[config.mk]
export PLATFORM = sky130hd
export DESIGN_NAME = utf8_stream_decoder_top
export DESIGN_NICKNAME = d
export VERILOG_FILES = /design/src/u8d_pkg.sv /design/src/u8d_front.sv /design/src/u8d_queue.sv /design/src/u8d_back.sv /design/src/utf8_stream_decoder_top.sv
export SDC_FILE = /design/constraint.sdc
export NUM_CORES = 1
export LEC_CHECK = 0
export ABC_AREA = 0
export BUFFER_PORTS_ARGS = -buffer_cell sky130_fd_sc_hd__buf_4
export CAP_MARGIN = 20
export CORE_MARGIN = 1
export CORE_UTILIZATION = 54
export DETAILED_ROUTE_END_ITERATION = 8
export PLACE_DENSITY_LB_ADDON = 0.15
export SETUP_SLACK_MARGIN = 0.4
export SKIP_LAST_GASP = 1
export SLEW_MARGIN = 20
export SYNTH_ARGS = -nofsm -noshare
export SYNTH_HDL_FRONTEND = slang
export SYNTH_SLANG_ARGS = --single-unit
export TNS_END_PERCENT = 20
[constraint.sdc]
create_clock -name clk_i -period 3.89 [get_ports clk_i]
set_input_delay 0.389 -clock clk_i [delete_from_list [all_inputs] [get_ports clk_i]]
set_output_delay 0.389 -clock clk_i [all_outputs]
set_load 0.005 [all_outputs]
[src/u8d_pkg.sv]
// Package with shared types, constants and helpers of the UTF-8 stream decoder.
`timescale 1ns / 1ps

package u8d_pkg;

  localparam int unsigned CpWidth = 21;
  localparam int unsigned QDepth  = 4;
  localparam int unsigned QAw     = $clog2(QDepth);

  typedef enum logic [2:0] {
    ErrOk       = 3'd0,
    ErrBadLead  = 3'd1,
    ErrBadCont  = 3'd2,
    ErrOverlong = 3'd3,
    ErrTooLarge = 3'd4,
    ErrSurrogate = 3'd5,
    ErrTruncated = 3'd6
  } err_e;

  typedef struct packed {
    logic [CpWidth-1:0] cp;
    err_e               err;
  } res_t;

  // Results caused by one input word: up to two, cnt says how many.
  typedef struct packed {
    res_t       r0;
    res_t       r1;
    logic [1:0] cnt;
  } entry_t;

  typedef struct packed {
    logic full;
    logic not_empty;
  } q_status_t;

  // Append one result to an entry; the code point is zeroed on error.
  function automatic entry_t emit(entry_t e, logic [CpWidth-1:0] cp, err_e err);
    entry_t o;
    res_t   r;
    o      = e;
    r.cp   = (err == ErrOk) ? cp : '0;
    r.err  = err;
    if (e.cnt == 2'd0) begin
      o.r0 = r;
    end else begin
      o.r1 = r;
    end
    o.cnt = e.cnt + 2'd1;
    return o;
  endfunction

  // Final range checks on a completed multi-byte sequence.
  function automatic err_e check_value(logic [CpWidth-1:0] v, logic [1:0] len);
    logic [CpWidth-1:0] minimum;
    err_e               e;
    unique case (len)
      2'd1:    minimum = 21'h00080;
      2'd2:    minimum = 21'h00800;
      default: minimum = 21'h10000;
    endcase
    if (v < minimum) begin
      e = ErrOverlong;
    end else if (v > 21'h10FFFF) begin
      e = ErrTooLarge;
    end else if (v >= 21'h00D800 && v <= 21'h00DFFF) begin
      e = ErrSurrogate;
    end else begin
      e = ErrOk;
    end
    return e;
  endfunction

endpackage

[src/u8d_front.sv]
// Front end: holds the sequence state and classifies each input word into results.
`timescale 1ns / 1ps

module u8d_front
  import u8d_pkg::*;
(
  input  logic       clk_i,
  input  logic       rst_ni,
  input  logic       in_valid_i,
  output logic       in_stall_o,
  input  logic [7:0] data_byte_i,
  input  logic       end_of_data_i,
  input  q_status_t  q_status_i,
  output logic       push_o,
  output entry_t     push_entry_o
);

  logic [CpWidth-1:0] pv_q, pv_d;
  logic [1:0]         rem_q, rem_d;
  logic [1:0]         len_q, len_d;
  logic               accept;
  entry_t             e;
  logic               as_lead;
  logic [CpWidth-1:0] pv_n;
  logic [1:0]         rem_n;

  assign in_stall_o = q_status_i.full;
  assign accept     = in_valid_i && !in_stall_o;

  always_comb begin
    e       = '0;
    as_lead = 1'b1;
    pv_d    = pv_q;
    rem_d   = rem_q;
    len_d   = len_q;
    pv_n    = {pv_q[CpWidth-7:0], data_byte_i[5:0]};
    rem_n   = rem_q - 2'd1;

    if (rem_q != 2'd0) begin
      if (data_byte_i[7:6] == 2'b10) begin
        as_lead = 1'b0;
        pv_d    = pv_n;
        rem_d   = rem_n;
        if (rem_n == 2'd0) begin
          e     = emit(e, pv_n, check_value(pv_n, len_q));
          pv_d  = '0;
          len_d = 2'd0;
        end else if (end_of_data_i) begin
          e     = emit(e, '0, ErrTruncated);
          pv_d  = '0;
          rem_d = 2'd0;
          len_d = 2'd0;
        end
      end else begin
        // Drop the open sequence; the word is read again as a lead.
        e     = emit(e, '0, ErrBadCont);
        pv_d  = '0;
        rem_d = 2'd0;
        len_d = 2'd0;
      end
    end

    if (as_lead) begin
      if (data_byte_i[7] == 1'b0) begin
        e = emit(e, CpWidth'(data_byte_i), ErrOk);
      end else if (data_byte_i[7:5] == 3'b110) begin
        pv_d  = CpWidth'(data_byte_i[4:0]);
        rem_d = 2'd1;
        len_d = 2'd1;
      end else if (data_byte_i[7:4] == 4'b1110) begin
        pv_d  = CpWidth'(data_byte_i[3:0]);
        rem_d = 2'd2;
        len_d = 2'd2;
      end else if (data_byte_i[7:3] == 5'b11110) begin
        pv_d  = CpWidth'(data_byte_i[2:0]);
        rem_d = 2'd3;
        len_d = 2'd3;
      end else begin
        e = emit(e, '0, ErrBadLead);
      end
      if (rem_d != 2'd0 && end_of_data_i) begin
        e     = emit(e, '0, ErrTruncated);
        pv_d  = '0;
        rem_d = 2'd0;
        len_d = 2'd0;
      end
    end
  end

  assign push_o       = accept && (e.cnt != 2'd0);
  assign push_entry_o = e;

  always_ff @(posedge clk_i or negedge rst_ni) begin
    if (!rst_ni) begin
      pv_q  <= '0;
      rem_q <= 2'd0;
      len_q <= 2'd0;
    end else if (accept) begin
      pv_q  <= pv_d;
      rem_q <= rem_d;
      len_q <= len_d;
    end
  end

endmodule

[src/u8d_queue.sv]
// Short queue of result entries between the front and back ends.
`timescale 1ns / 1ps

module u8d_queue
  import u8d_pkg::*;
(
  input  logic      clk_i,
  input  logic      rst_ni,
  input  logic      push_i,
  input  entry_t    push_entry_i,
  input  logic      pop_i,
  output entry_t    head_o,
  output q_status_t status_o
);

  entry_t         mem_q [QDepth];
  logic [QAw-1:0] wr_q, rd_q;
  logic [QAw:0]   cnt_q;
  logic           do_push, do_pop;

  assign status_o.full      = (cnt_q == (QAw+1)'(QDepth));
  assign status_o.not_empty = (cnt_q != '0);
  assign head_o             = mem_q[rd_q];

  assign do_push = push_i && !status_o.full;
  assign do_pop  = pop_i && status_o.not_empty;

  always_ff @(posedge clk_i) begin
    if (do_push) begin
      mem_q[wr_q] <= push_entry_i;
    end
  end

  always_ff @(posedge clk_i or negedge rst_ni) begin
    if (!rst_ni) begin
      wr_q  <= '0;
      rd_q  <= '0;
      cnt_q <= '0;
    end else begin
      if (do_push) begin
        wr_q <= wr_q + QAw'(1);
      end
      if (do_pop) begin
        rd_q <= rd_q + QAw'(1);
      end
      if (do_push && !do_pop) begin
        cnt_q <= cnt_q + (QAw+1)'(1);
      end else if (do_pop && !do_push) begin
        cnt_q <= cnt_q - (QAw+1)'(1);
      end
    end
  end

endmodule

[src/u8d_back.sv]
// Back end: output register that hands out the results of each entry one word at a time.
`timescale 1ns / 1ps

module u8d_back
  import u8d_pkg::*;
(
  input  logic               clk_i,
  input  logic               rst_ni,
  input  q_status_t          q_status_i,
  input  entry_t             head_i,
  output logic               pop_o,
  output logic               out_valid_o,
  input  logic               out_stall_i,
  output logic [CpWidth-1:0] code_point_o,
  output logic [2:0]         error_kind_o,
  output logic               last_of_run_o
);

  entry_t cur_q;
  logic   idx_q;
  logic   valid_q;
  logic   last;
  logic   take;
  res_t   r;

  assign last = idx_q || (cur_q.cnt == 2'd1);
  assign take = valid_q && !out_stall_i;
  assign pop_o = q_status_i.not_empty && (!valid_q || (take && last));

  assign r             = idx_q ? cur_q.r1 : cur_q.r0;
  assign out_valid_o   = valid_q;
  assign code_point_o  = r.cp;
  assign error_kind_o  = r.err;
  assign last_of_run_o = last;

  always_ff @(posedge clk_i) begin
    if (pop_o) begin
      cur_q <= head_i;
    end
  end

  always_ff @(posedge clk_i or negedge rst_ni) begin
    if (!rst_ni) begin
      valid_q <= 1'b0;
      idx_q   <= 1'b0;
    end else if (pop_o) begin
      valid_q <= 1'b1;
      idx_q   <= 1'b0;
    end else if (take) begin
      // Advance to the second result, or go empty after the last.
      if (!last) begin
        idx_q <= 1'b1;
      end else begin
        valid_q <= 1'b0;
      end
    end
  end

endmodule

[src/utf8_stream_decoder_top.sv]
// Top level of the strict streaming UTF-8 decoder.
`timescale 1ns / 1ps

// Strict UTF-8 decoder: one byte word is accepted per cycle while the
// four-entry result queue has room. Each byte gives zero, one or two result
// words (a bad continuation is followed by any result of the same byte read
// as a lead); last_of_run_o marks the final result of a byte. Results leave
// through an output register at one word per cycle while out_stall_i is low;
// each result passes through the queue and then the output register after
// the edge that accepts its byte. code_point_o is zero whenever
// error_kind_o is nonzero.
module utf8_stream_decoder_top
  import u8d_pkg::*;
(
  input  logic               clk_i,
  input  logic               rst_ni,
  input  logic               in_valid_i,
  output logic               in_stall_o,
  input  logic [7:0]         data_byte_i,
  input  logic               end_of_data_i,
  output logic               out_valid_o,
  input  logic               out_stall_i,
  output logic [CpWidth-1:0] code_point_o,
  output logic [2:0]         error_kind_o,
  output logic               last_of_run_o
);

  q_status_t q_status;
  logic      push;
  entry_t    push_entry;
  logic      pop;
  entry_t    head;

  u8d_front u_front (
    .clk_i,
    .rst_ni,
    .in_valid_i,
    .in_stall_o,
    .data_byte_i,
    .end_of_data_i,
    .q_status_i   (q_status),
    .push_o       (push),
    .push_entry_o (push_entry)
  );

  u8d_queue u_queue (
    .clk_i,
    .rst_ni,
    .push_i       (push),
    .push_entry_i (push_entry),
    .pop_i        (pop),
    .head_o       (head),
    .status_o     (q_status)
  );

  u8d_back u_back (
    .clk_i,
    .rst_ni,
    .q_status_i   (q_status),
    .head_i       (head),
    .pop_o        (pop),
    .out_valid_o,
    .out_stall_i,
    .code_point_o,
    .error_kind_o,
    .last_of_run_o
  );

endmodule

==> results.cfg <==
[clock_network]
cts_tree = yes
h-tree-depth = 1
clock-root-buffer = clkbuf_16
numCtsBuffers = 21
clk_pin_slew_worst_paths_ns = 0.06
clock_latency_ns = 0.48
clock_sinks = 203
cts.path.max_buffers = 3

[drt]
drc_errors = 0
num_vias = 4553
drtIter0Drc = 245
firstDrtPassIters = 6
ant_nets = 0
finalWirelength_um = 16300
wl_per_cell_um = 20.6
vias_per_cell = 5.76

[critical_path]
r2r-start = u_front.rem_q[0]$_DFFE_PN0P_
cp_slowest_cell = dfrtp_2
worstSetupStartpointType = register
required_ns = 4.30
cp-end-kind = register
cp.arrival_ns = 3.74
r2r-end = u_queue.cnt_q[2]$_DFFE_PN0P_
critPathMaxFanout = 4
cp_cell_sequence = ha_2 -> nor3_4 -> a21oi_2 -> ha_1 -> buf_4 -> a221o_2 -> a221o_2 -> a21oi_4 -> ha_4 -> inv_1 -> fa_1 -> xor2_1 -> nor2_1 -> xor2_1
regToRegSetupSlack_ns = 0.56
rr_worst_depth = 14
cp_slowest_stage_delay_ns = 0.43
cp_top_family = adder cells
critPathBufInv = 2
path_class = register to register

[floorplanning]
die-height_um = 128
rows = 45
dieArea_um2 = 16300
boundaryPins = 40
die_x_um = 128
core-area_um2 = 15300
start_util_pct = 55.8

[sta]
finalCritPeriodShare_pct = 85.6
setup_tns_ns = 0
finalHoldViolCount = 0
final.setup.worst_slack_ns = 0.559
grt_setup_unrepaired = false
setup_viol = 0
drv_slew = 0
fin_skew_ns = 0.00742
slew_headroom_pct = 51.6
final.min_clock_period_ns = 3.33
worst_pin_slew_ns = 0.723
fmax_mhz = 300

[power]
p_total_mw = 7.94
p_leak_nw = 3.59
ir_drop_mv = 0.461
powerDensity_nw_per_um2 = 802

[hold_path]
hp-class = input pin to register
hold_path_end = u_front.pv_q[1]$_DFFE_PN0P_
hp-start = data_byte_i[1]
whs_path_depth = 2

[layout]
final_area_um2 = 9910
diodes = 0
final_util_pct = 64.7
fin_nets = 592
drive_above_1_share_pct = 29.0
area_growth_pct = 16.0
fillers = 1130

[grt]
grt_pass1_wl_um = 25600
grt-ovfl-total = 0
grt_pass1_vias = 4700
grt_antenna_before_repair = 0
grt_max_degree = 39
track_usage_pct = 21.0

[place]
io_buffers = 39
dp_slack_ns = 0.172
place_hpwl_um = 10700
gp_congestion = 0.913
placed_area_um2 = 9150

[synth]
syn_area_um2 = 8540
syn-num-nets = 522
ys_ff_latch = 203
async_reset_ff_share_pct = 13.8
synth.most_common_cell = edfxtp_1
synth_cell_types = 61
synth_area_leaders = edfxtp_1 62%, mux4_2 9.2%, dfrtp_1 8.2%
synth_edf_count = 175
synth_top_area_share_pct = 61.5
synth_largest_area_cell = edfxtp_1
ys_warn_count = 0
synthTopCellsByCount = 175 x edfxtp_1, 35 x mux4_2, 28 x and2_1, 28 x dfrtp_1
syn_avg_cell_area_um2 = 17.3
synth_top_flop_cell = edfxtp_1
yosysSeqAreaShare_pct = 69.7
synth_cells = 495

[run_status]
status = complete, no violations

[job]
cap_violations = 0
==> timing repair <==
| action | in CTS | in global routing |
|---|---|---|
| cloned | 0 | 0 |
| endpoints found under the setup margin | 2 | 2 |
| gates resized for setup | 3 | 4 |
| buffers inserted | 4 | 4 |
| pin swaps | 2 | 4 |
| hold buffers | 1 | 0 |
| hold endpoints to repair | 28 | 0 |
==> placed cells by master, fill, tap and decap left out, types with 4 or more instances in the layout <==
cell       instances
mux4_2            35
o21ai_0           13
edfxtp_1         175
and2_1            28
buf_4             64
buf_12             4
clkinv_2           6
mux2_2             9
dfrtp_1           26
clkbuf_16         21
a22o_1            13
nor2b_1           15
and2_2             4
nand2_1           17
nor2_1            20
a21oi_1           11
inv_1             20
ha_1              11
nor3_1             6
==> power by group <==
group | switching (mW) | total [mW] | internal, mW
combinational | 1.32 | 2.60 | 1.28
clock | 0.762 | 1.87 | 1.11
sequential | 0.269 | 3.47 | 3.20
total | 2.35 | 7.94 | 5.59
==> registers in the layout, summed over array words and instances, names as in the netlist <==
signal	cells
u_queue.mem_q	140
u_back.cur_q	35
u_front.pv_q	15
u_queue.cnt_q	3
u_front.len_q	2
u_front.rem_q	2
u_queue.rd_q	2
u_queue.wr_q	2
u_back.idx_q	1
u_back.out_valid_o	1
==> layer usage <==
layer / GRT usage (%) / share of wire (%) / up-vias
met5: 0 / 0 / -
met4: 8.30 / 2.7 / 0
met1: 28.9 / 44 / 2307
met3: 3.17 / 4.9 / 30
met2: 34.2 / 48 / 138
li1: - / - / 2078
==> metrics by stage <==
step | std cells | hold WS, ns
finish | 790 | 0.160
global route | 790 | 0.146
CTS | 786 | 0.145
detailed placement | 744 | 0.345
global placement | 744 | 0.342
floorplan | 495 | 0.0934
==> worst max path at each step <==
stage                                        end  slack [ns]  depth (start not counted)                          from
floorplan           u_queue.cnt_q[2]$_DFFE_PN0P_        0.43                         17                data_byte_i[4]
global placement    u_queue.cnt_q[2]$_DFFE_PN0P_        0.28                         17  u_front.rem_q[0]$_DFFE_PN0P_
detailed placement  u_queue.cnt_q[2]$_DFFE_PN0P_        0.17                         17  u_front.rem_q[0]$_DFFE_PN0P_
CTS                 u_queue.cnt_q[2]$_DFFE_PN0P_        0.42                         14  u_front.rem_q[0]$_DFFE_PN0P_
global route        u_queue.cnt_q[2]$_DFFE_PN0P_        0.39                         14  u_front.rem_q[0]$_DFFE_PN0P_
finish              u_queue.cnt_q[2]$_DFFE_PN0P_        0.56                         14  u_front.rem_q[0]$_DFFE_PN0P_
==> cells by family (layout without fill, tap and decap cells) <==
family | Yosys count | after routing | synth area share, %
simple gates | 111 | 111 | 7.19
fa+ha+maj | 14 | 14 | 2.14
compound gates | 74 | 74 | 7.03
xor+xnor | 6 | 6 | 0.615
flops | 203 | 203 | 69.7
buf+inv | 42 | 126 | 2.70
mux | 45 | 45 | 10.6
==> area by class of cell <==
| cell class | count | area [um2] | area share [%] |
|---|---|---|---|
| multi-input cells | 250 | 2390 | 24.1 |
| repair buffers | 69 | 571 | 5.76 |
| flip-flops and latches | 203 | 5960 | 60.1 |
| clock inverters | 11 | 78.8 | 0.796 |
| well taps | 211 | 264 | 2.66 |
| clock buffers | 26 | 574 | 5.80 |
| inverters | 20 | 75.1 | 0.758 |
(Power assumes the default switching activity.)
